==> src/design/sorted_list_table_unit_assert.svh <==
// ----------------------------------------------------------------------------
// Assertion macros for the sorted list table unit
// Clocked property checks used at the end of the top level.
// ----------------------------------------------------------------------------
`ifndef SORTED_LIST_TABLE_UNIT_ASSERT_SVH
`define SORTED_LIST_TABLE_UNIT_ASSERT_SVH

// Check a property on every rising edge outside of reset
`define SLT_ASSERT_CLK(label, prop, msg) \
    label: assert property (@(posedge clk) disable iff (!rst_n) (prop)) else $error(msg);

// Check a property on every rising edge, reset included
`define SLT_ASSERT_ALWAYS(label, prop, msg) \
    label: assert property (@(posedge clk) (prop)) else $error(msg);

`endif

==> src/design/slt_pkg.sv <==
// ----------------------------------------------------------------------------
// slt_pkg
// Shared constants, codes and cell interface types of the sorted list table.
// ----------------------------------------------------------------------------
package slt_pkg;

    localparam int CAPACITY = 16;
    localparam int WORD_W   = 32;
    localparam int CNT_W    = $clog2(CAPACITY + 1);
    localparam int COUNT_W  = 5;
    localparam int POS_W    = 4;
    localparam int REQ_W    = 2;

    typedef logic signed [WORD_W-1:0] word_t;

    // Request codes
    typedef enum logic [REQ_W-1:0] {
        REQ_INSERT = 2'd0,
        REQ_REMOVE = 2'd1,
        REQ_READ   = 2'd2,
        REQ_NONE   = 2'd3
    } req_t;

    // Result status codes
    typedef enum logic [1:0] {
        ST_OK      = 2'd0,
        ST_FULL    = 2'd1,
        ST_MISSING = 2'd2,
        ST_BADPOS  = 2'd3
    } status_t;

    // Command broadcast to every cell
    typedef struct packed {
        logic  ins;
        logic  rem;
        word_t value;
    } cmd_t;

    // Compare flags a cell hands to its right neighbor
    typedef struct packed {
        logic gt;
        logic ge;
        logic hit;
    } flags_t;

endpackage

==> src/design/slt_cell.sv <==
// ----------------------------------------------------------------------------
// slt_cell
// One slot of the sorted list: holds an entry, compares it against the
// broadcast value and shifts right on insert or left on remove.
// ----------------------------------------------------------------------------
module slt_cell (
    input  logic           clk,
    input  slt_pkg::cmd_t  cmd,
    input  slt_pkg::word_t key,
    input  logic           occupied,
    input  logic           tail,
    input  slt_pkg::flags_t left_flags,
    input  slt_pkg::word_t left_entry,
    input  slt_pkg::word_t right_entry,
    output slt_pkg::flags_t flags,
    output slt_pkg::word_t entry
);
    import slt_pkg::*;

    word_t entry_reg;
    word_t entry_next;

    // Compare the held entry against the request value, straight from the port
    always_comb
    begin
        flags.gt  = occupied && (entry_reg > key);
        flags.ge  = occupied && (entry_reg >= key);
        flags.hit = occupied && (entry_reg == key) && !left_flags.ge;
    end

    // Shift right past the insert slot, drop the removed entry by shifting left
    always_comb
    begin
        entry_next = entry_reg;
        if (cmd.ins)
        begin
            if (left_flags.gt)
                entry_next = left_entry;
            else if (flags.gt || tail)
                entry_next = cmd.value;
        end
        else if (cmd.rem)
        begin
            if (flags.ge)
                entry_next = right_entry;
        end
    end

    always_ff @(posedge clk)
    begin
        entry_reg <= entry_next;
    end

    assign entry = entry_reg;

endmodule

==> src/design/sorted_list_table_unit.sv <==
// ----------------------------------------------------------------------------
// sorted_list_table_unit
// Sorted list of signed words with insert, remove and positional read.
// ----------------------------------------------------------------------------
// Requests arrive on req_valid/req_ready with req_type, value and position;
// results leave on res_valid/res_ready with status, read_value, count,
// empty_res and full_res. Every request yields exactly one result.
// The list lives in a row of cells, one entry each. A request is broadcast
// to all cells, each compares its entry with the value and shifts toward
// its neighbor in the same cycle as the request transfer.
// The result is registered: res_valid rises in the cycle after the transfer,
// and a new request is taken every cycle while results are taken, 1 item per cycle sustained.
// When the receiver stalls, the result register holds and req_ready drops
// until the waiting result is transferred; req_ready also stays high in the
// cycle that the waiting result leaves.
// Reset empties the list (count zero) and clears res_valid; entry storage
// itself is not cleared, no clearing pass is needed.
// ----------------------------------------------------------------------------
module sorted_list_table_unit (
    input  logic                         clk,
    input  logic                         rst_n,
    input  logic                         req_valid,
    output logic                         req_ready,
    input  logic [slt_pkg::REQ_W-1:0]    req_type,
    input  logic signed [slt_pkg::WORD_W-1:0] value,
    input  logic [slt_pkg::POS_W-1:0]    position,
    output logic                         res_valid,
    input  logic                         res_ready,
    output logic [1:0]                   status,
    output logic signed [slt_pkg::WORD_W-1:0] read_value,
    output logic [slt_pkg::COUNT_W-1:0]  count,
    output logic                         empty_res,
    output logic                         full_res
);
    import slt_pkg::*;

    logic [CNT_W-1:0]   count_reg;
    logic [CNT_W-1:0]   count_next;
    logic               res_valid_reg;
    logic               res_valid_next;
    status_t            status_reg;
    status_t            status_next;
    word_t              read_value_reg;
    word_t              read_value_next;
    logic [COUNT_W-1:0] cnt_out_reg;
    logic               empty_reg;
    logic               full_reg;

    logic    accept;
    logic    is_full;
    logic    found;
    logic    pos_ok;
    word_t   rd_word;
    req_t    req;
    cmd_t    cmd;
    flags_t  cell_flags [CAPACITY];
    word_t   cell_entry [CAPACITY];
    logic [CAPACITY-1:0] hits;

    assign req       = req_t'(req_type);
    assign req_ready = !res_valid_reg || res_ready;
    assign accept    = req_valid && req_ready;
    assign is_full   = (count_reg == CNT_W'(CAPACITY));

    // Gather first-match flags from the row
    always_comb
    begin
        for (int i = 0; i < CAPACITY; i++)
            hits[i] = cell_flags[i].hit;
    end
    assign found = |hits;

    // Broadcast the command; remove only takes effect on a match
    always_comb
    begin
        cmd.value = value;
        cmd.ins   = accept && (req == REQ_INSERT) && !is_full;
        cmd.rem   = accept && (req == REQ_REMOVE) && found;
    end

    // Row of cells
    for (genvar gi = 0; gi < CAPACITY; gi++)
    begin : g_cell
        flags_t left_f;
        word_t  left_e;
        word_t  right_e;

        if (gi == 0)
        begin : g_first
            assign left_f = '0;
            assign left_e = '0;
        end
        else
        begin : g_mid
            assign left_f = cell_flags[gi-1];
            assign left_e = cell_entry[gi-1];
        end

        if (gi == CAPACITY - 1)
        begin : g_last
            assign right_e = '0;
        end
        else
        begin : g_body
            assign right_e = cell_entry[gi+1];
        end

        slt_cell u_cell (
            .clk         (clk),
            .cmd         (cmd),
            .key         (value),
            .occupied    (CNT_W'(gi) < count_reg),
            .tail        (CNT_W'(gi) == count_reg),
            .left_flags  (left_f),
            .left_entry  (left_e),
            .right_entry (right_e),
            .flags       (cell_flags[gi]),
            .entry       (cell_entry[gi])
        );
    end

    // Positional read
    always_comb
    begin
        rd_word = '0;
        for (int i = 0; i < CAPACITY; i++)
        begin
            if (32'(position) == 32'(i))
                rd_word = cell_entry[i];
        end
    end
    assign pos_ok = (32'(position) < 32'(count_reg));

    // Work out the result and the new count
    always_comb
    begin
        count_next      = count_reg;
        read_value_next = '0;
        status_next     = ST_BADPOS;
        if (cmd.ins)
            count_next = count_reg + CNT_W'(1);
        else if (cmd.rem)
            count_next = count_reg - CNT_W'(1);
        unique case (req)
            REQ_INSERT: status_next = is_full ? ST_FULL : ST_OK;
            REQ_REMOVE: status_next = found ? ST_OK : ST_MISSING;
            REQ_READ:
            begin
                if (pos_ok)
                begin
                    status_next     = ST_OK;
                    read_value_next = rd_word;
                end
            end
            default:    status_next = ST_BADPOS;
        endcase
    end

    // Hold the result until transferred
    always_comb
    begin
        res_valid_next = res_valid_reg;
        if (accept)
            res_valid_next = 1'b1;
        else if (res_ready)
            res_valid_next = 1'b0;
    end

    always_ff @(posedge clk or negedge rst_n)
    begin
        if (!rst_n)
        begin
            count_reg     <= '0;
            res_valid_reg <= 1'b0;
        end
        else
        begin
            count_reg     <= count_next;
            res_valid_reg <= res_valid_next;
        end
    end

    // Result payload
    always_ff @(posedge clk)
    begin
        if (accept)
        begin
            status_reg     <= status_next;
            read_value_reg <= read_value_next;
            cnt_out_reg    <= COUNT_W'(count_next);
            empty_reg      <= (count_next == '0);
            full_reg       <= (count_next == CNT_W'(CAPACITY));
        end
    end

    assign res_valid  = res_valid_reg;
    assign status     = status_reg;
    assign read_value = read_value_reg;
    assign count      = cnt_out_reg;
    assign empty_res  = empty_reg;
    assign full_res   = full_reg;

    // Checks
`include "sorted_list_table_unit_assert.svh"

    `SLT_ASSERT_ALWAYS(a_count_range,
        count_reg <= CNT_W'(CAPACITY),
        "entry count beyond capacity")
    `SLT_ASSERT_CLK(a_insert_grows,
        cmd.ins |=> (count_reg == $past(count_reg) + CNT_W'(1)),
        "insert did not grow the list")
    `SLT_ASSERT_CLK(a_remove_needs_entries,
        cmd.rem |-> (count_reg != '0),
        "remove matched on an empty list")
    `SLT_ASSERT_CLK(a_nonok_zero_data,
        (res_valid && (status != ST_OK)) |-> (read_value == '0),
        "failed result carries data")
    `SLT_ASSERT_CLK(a_empty_flag,
        res_valid |-> (empty_res == (count == '0)),
        "empty flag disagrees with count")

endmodule

==> config.mk <==
export PLATFORM = sky130hd
export DESIGN_NAME = sorted_list_table_unit
export DESIGN_NICKNAME = d
export VERILOG_FILES = /design/src/design/slt_pkg.sv /design/src/design/slt_cell.sv /design/src/design/sorted_list_table_unit.sv
export VERILOG_INCLUDE_DIRS = /design/src /design/src/design
export SDC_FILE = /design/constraint.sdc
export NUM_CORES = 2
export LEC_CHECK = 0
export ABC_AREA = 1
export BUFFER_PORTS_ARGS = -buffer_cell sky130_fd_sc_hd__buf_2
export CAP_MARGIN = 10
export CORE_UTILIZATION = 30
export DETAILED_ROUTE_END_ITERATION = 7
export HOLD_SLACK_MARGIN = 0.05
export SLEW_MARGIN = 5
export SYNTH_ARGS = -nofsm -noshare
export SYNTH_HDL_FRONTEND = slang
export SYNTH_SLANG_ARGS = --single-unit
==> constraint.sdc <==
create_clock -name clk -period 7.3 [get_ports clk]
set_input_delay 1.825 -clock clk [delete_from_list [all_inputs] [get_ports clk]]
set_output_delay 1.825 -clock clk [all_outputs]
set_load 0.02 [all_outputs]
Word level (Yosys, flattened, before mapping). Index checks and enable logic that the tools add are counted. W data, S select, Z words.

Register bits: 559. Input port bits: 42.

$add $sub $neg: 2. Reduce and logical (&&, ||, !) cells: 142. Eq/ne operators: 66. Magnitude comparators: 49. Multiplexer cells: 103.

Operators with widths (number): $mux W32 (95); $eq A32 B32 Y1 (16); $ge A32 B32 Y1 (16); $gt A32 B32 Y1 (16); $logic_and A1 B1 Y1 (68); $reduce_and A3 Y1 (16); $ne A3 B1 Y1 const B (15); $eq A4 B5 Y1 const A (8); $lt A4 B5 Y1 const A (8); $reduce_bool A2 Y1 (18); $eq A4 B4 Y1 const B (8); $eq A3 B5 Y1 const A (4); $lt A3 B5 Y1 const A (4); $logic_not A1 Y1 (17); $logic_or A1 B1 Y1 (17); $eq A4 B3 Y1 const B (4); $reduce_or A16 Y1 (1); $eq A2 B5 Y1 const A (2); $eq A5 B5 Y1 const B (2); $logic_not A5 Y1 (2); $lt A1 B5 Y1 const A (2); $lt A2 B5 Y1 const A (2); $mux W5 (2); $eq A4 B2 Y1 const B (2); other kinds (14) (17).

Logic depth before layout (Yosys ltp).
Word-level depth: 17. Gate-level depth with buffers: 29.

Cells and area by module. Synthesis repeated with hierarchy kept, for this count alone.

Cells, all modules: 6479. Area total of the unflattened synthesis: 46756.1 um2.

By module, submodules not included: slt_cell (area each 2512.4 um2, cells an instance 329, times used 16, seq. area each 960.9 um2); sorted_list_table_unit (area each 6557.5 um2, cells an instance 1215, times used 1, seq. area each 1381.3 um2).

Worst setup path after synthesis. Ideal clock, no wire load.

Path type: in2reg. From: input port value[21] in the netlist's numbering. To: register g_cell[0].u_cell.entry_reg[0] (enable). Stages: 19. Setup time: 480 ps. Data required time: 6820 ps. Path slack: -86 ps. Arrival time: 6906 ps. Path through: inv_1 > clkbuf_1 > ha_1 > nand2_1 > or3b_2 > nor3_1 > nand3_1 > inv_1 > nand3_1 > nand2_1 > inv_1 > nand2_1 > nor2_2 > nand2_2 > nand2_4 > nand2_4 > inv_2 > buf_6 > a311oi_1.

Cells in the longest elaborated chain, start to end: 8. Elaborated cells between the ends (all ways): 101. Classes of those cells: order compare (16); eq/ne (17); reduce/logical (68).

RTL lines: from (decl) (RTL line sorted_list_table_unit.sv:25) `input logic signed [slt_pkg::WORD_W-1:0] value,`; $ge A32 B32 Y1 (RTL line slt_cell.sv:27) `flags.ge = occupied && (entry_reg >= key);`; $logic_and A1 B1 Y1 (RTL line slt_cell.sv:27); $logic_not A1 Y1 (RTL line slt_cell.sv:28) `flags.hit = occupied && (entry_reg == key) && !left_flags.ge;`; $logic_and A1 B1 Y1 (RTL line slt_cell.sv:28); $reduce_or A16 Y1 (RTL line sorted_list_table_unit.sv:71) `assign found = |hits;`; $logic_and A1 B1 Y1 (RTL line sorted_list_table_unit.sv:78) `cmd.rem = accept && (req == REQ_REMOVE) && found;`; $reduce_bool A2 Y1 (no source line); $reduce_and A3 Y1 (no source line) *; to (signal assigned) (RTL line slt_cell.sv:51) `entry_reg <= entry_next;`; to (decl) (RTL line slt_cell.sv:20) `word_t entry_reg;`.

Mark *: on every way between the ends. The rest lies on a longest branch, timed or not. A chain may end at the register's enable or synchronous reset.

Final worst setup path.
From: input port value[31] in the netlist's numbering. To: register g_cell[14].u_cell.entry_reg[21] (enable).

Cells in the longest elaborated chain, start to end: 8. Elaborated cells between the ends (all ways): 103. Classes of those cells: order compare (17); eq/ne (17); reduce/logical (69).

RTL lines (RTL line): $ge A32 B32 Y1 (slt_cell.sv:27); $logic_and A1 B1 Y1 (slt_cell.sv:27); $logic_not A1 Y1 (slt_cell.sv:28); $logic_and A1 B1 Y1 (slt_cell.sv:28); $reduce_or A16 Y1 (sorted_list_table_unit.sv:71); $logic_and A1 B1 Y1 (sorted_list_table_unit.sv:78); $reduce_bool A2 Y1 (no source line); $reduce_and A3 Y1 (no source line) *; to (signal assigned) (slt_cell.sv:51); to (decl) (slt_cell.sv:20).

Marks and branches as above.

==> out/metrics.cfg <==
[synthesis]
yosysTopAreaCellShare = 0.381
synth.distinct_cells = 53
synthTopCellsByArea = edfxtp_1 (38%), ha_1 (15%), nand2_1 (11%)
synth_edf_count = 553
async_reset_ff_frac = 0.0107
ys.flop_type = edfxtp_1
synth.yosys.warnings = 0
yosys_register_bits = 559
ys_seq_area_frac = 0.385
synth.most_common_cell = nand2_1
syn_nets = 6134
ys_top_cells_by_count = nand2_1 (1292), o21ai_0 (900), a21oi_1 (685), edfxtp_1 (553), ha_1 (520)
syn-cell-area_mm2 = 0.0435
synth_cells = 5572
synth.largest_area_cell = edfxtp_1
avgSynthCellArea_um2 = 7.81

[floorplanning]
die_h_um = 383
start_util = 0.303
die_area_mm2 = 0.147
core_mm2 = 0.144
placementRows = 139
num_io_pins = 85
die_w_um = 383

[global_route]
grt_max_degree = 178
grt_pass1_wl_um = 241000
grt_busiest_layer = met2
grt_pass1_vias = 37929
use_met1 = 0.303
met3_usage = 0.0231
antenna_found_initial = 19
grt.overflow.total = 0
grt_use_total = 0.214
use_met2 = 0.326

[layout]
fin_nets = 6130
area_growth_pct = 12.7
largest_reg_flops = 512
final_cells = 7531
nFillCells = 14946
drive_gt1_frac = 0.0717

[clock_network]
cts_root_buf = clkbuf_16
clockBufferDepth = 3
cts_resized = 0
clkTransAtPathRegs_ns = 0.06
cts_buffers = 70
clock-sinks = 559
clk_latency_ns = 0.65
h-tree-depth = 3
cts_tree = yes
cts_setup_buffers = 0
ctsHoldBuffers = 0

[timing]
worst_pin_slew_ns = 1.11
setup_viol = 0
hold_viol = 0
clock_skew_ns = 0.0265
period_needed_ns = 6.30
fmax_mhz = 159
slew_headroom = 0.250
fin_setup_tns_ns = 0
rsz0062_at_grt = no
setup_ws_ns = 1.00
slew_violations = 0
fin_crit_sh = 0.863
hold_ws_ns = 0.529

[power]
leakagePower_nw = 20.7
p_per_area_mw_per_mm2 = 207
irDropWorstVdd_v = 0.000145
power.total_mw = 10.2

[route]
antenna_left = 0
drcViolationCount = 26
dr_total_vias = 41429
detailedRoute.firstIterationViolations = 5194
finalWirelength_um = 161000
wl_per_cell_um = 21.4
first_pass_iters = 8
via_per_inst = 5.50

[worst_hold_path]
whs_path_depth = 2
hold_start = res_valid
hold_end = res_valid
hp-class = flip-flop to flip-flop

[critical_path]
r2r_slack_ns = 2.48
worstRegToRegCells = 18
critical_path_required_ns = 7.62
r2r_end = g_cell[14].u_cell.entry[21]
start_kind = input port
end_kind = flip-flop
worstReg2RegStart = g_cell[7].u_cell.entry[31]
cp.arrival_ns = 6.62
setup.worst_path.class = input port to flip-flop
crit_fanout = 19

[placement]
gp_congestion = 0.953
dp_cells = 7399
portBuffers = 84
place_hpwl_um = 122000
dp_worst_setup_slack_ns = 0.429

[status]
violations = DRC
status = finished, violations left

[flow_run]
cap_violations = 0

## worst max-delay path: stages
cell      delay (ns)
buf_2           0.12
inv_1           0.63
ha_1            0.35
nand2_1         0.14
nor3b_1         0.20
nand3_1         0.17
nor4_1          0.76
nand4_1         0.34
inv_1           0.20
nand3_1         0.10
nand2_1         0.08
inv_1           0.04
nand2_1         0.13
nor2_1          0.07
nand2_2         0.19
nand2_4         0.09
nand2_4         0.14
inv_2           0.28
a311oi_4        0.37
buf_4           0.34
## final cells by class
type,instances,area [um2],share of cell area
Inverter,405,1530,0.0311
Clock buffer,92,1900,0.0387
Clock inverter,30,354,0.00721
Sequential cell,559,16800,0.341
Tap cell,1903,2380,0.0485
Timing Repair Buffer,231,1770,0.0361
Antenna cell,10,25.0,0.000510
Multi-Input combinational cell,4301,24400,0.496
## logic make-up after synthesis
logic type,share of synthesized area
buffers and inverters,0.0619
AO/OA/AOI/OAI,0.211
adder cells (fa/ha/maj),0.149
AND/OR/NAND/NOR,0.192
flip-flops,0.385
XOR/XNOR,0.000402
## through the flow
stage	utilization	instance area (um2)
finish	0.341	49100
global route	0.341	49100
CTS	0.341	49100
detailed placement	0.325	46800
global placement	0.325	46800
floorplan	-	43500
## layer usage
layer / routed length (um) / share of wire / vias up
li1: - / - / 19641
met1: 71700 / 0.44 / 19560
met2: 70200 / 0.43 / 1937
met3: 12900 / 0.080 / 291
met4: 6660 / 0.041 / 0
met5: 0 / 0 / -
## report_power, final
group          internal (mW)  total, mW  switching (mW)
clock                   2.11       3.59            1.48
combinational          0.663       2.72            2.06
sequential              3.70       3.85           0.149
total                   6.47       10.2            3.69
## worst max-delay path by stage
stage                          from                          end  slack [ns]
final                     value[31]  g_cell[14].u_cell.entry[21]        1.00
after global routing      value[31]  g_cell[14].u_cell.entry[21]        0.95
after CTS                 value[31]  g_cell[14].u_cell.entry[21]        1.12
after detailed placement  value[31]  g_cell[14].u_cell.entry[23]        0.43
after global placement    value[31]  g_cell[14].u_cell.entry[21]        0.48
after floorplan           value[21]    g_cell[0].u_cell.entry[0]       -0.09
## cell usage in the layout (no fill, tap or decap), drive strengths merged, types with 6 or more instances in the layout
cell and instances:
edfxtp 553, nand4 107, o21ai 912, dfrtp 6, nor4 21, a221oi 7, diode 10, a21o 13
o211ai 47, o2111ai 10, nor3 28, a21oi 686, clkbuf 92, nand3b 6, o21a 29, nor2 376
buf 231, a311oi 7, nor3b 10, inv 400, bufinv 8, ha 520, nand2 1296, nand3 171
clkinv 22, o22ai 17, a31oi 9
No activity file was read; power rests on OpenSTA's default activity.
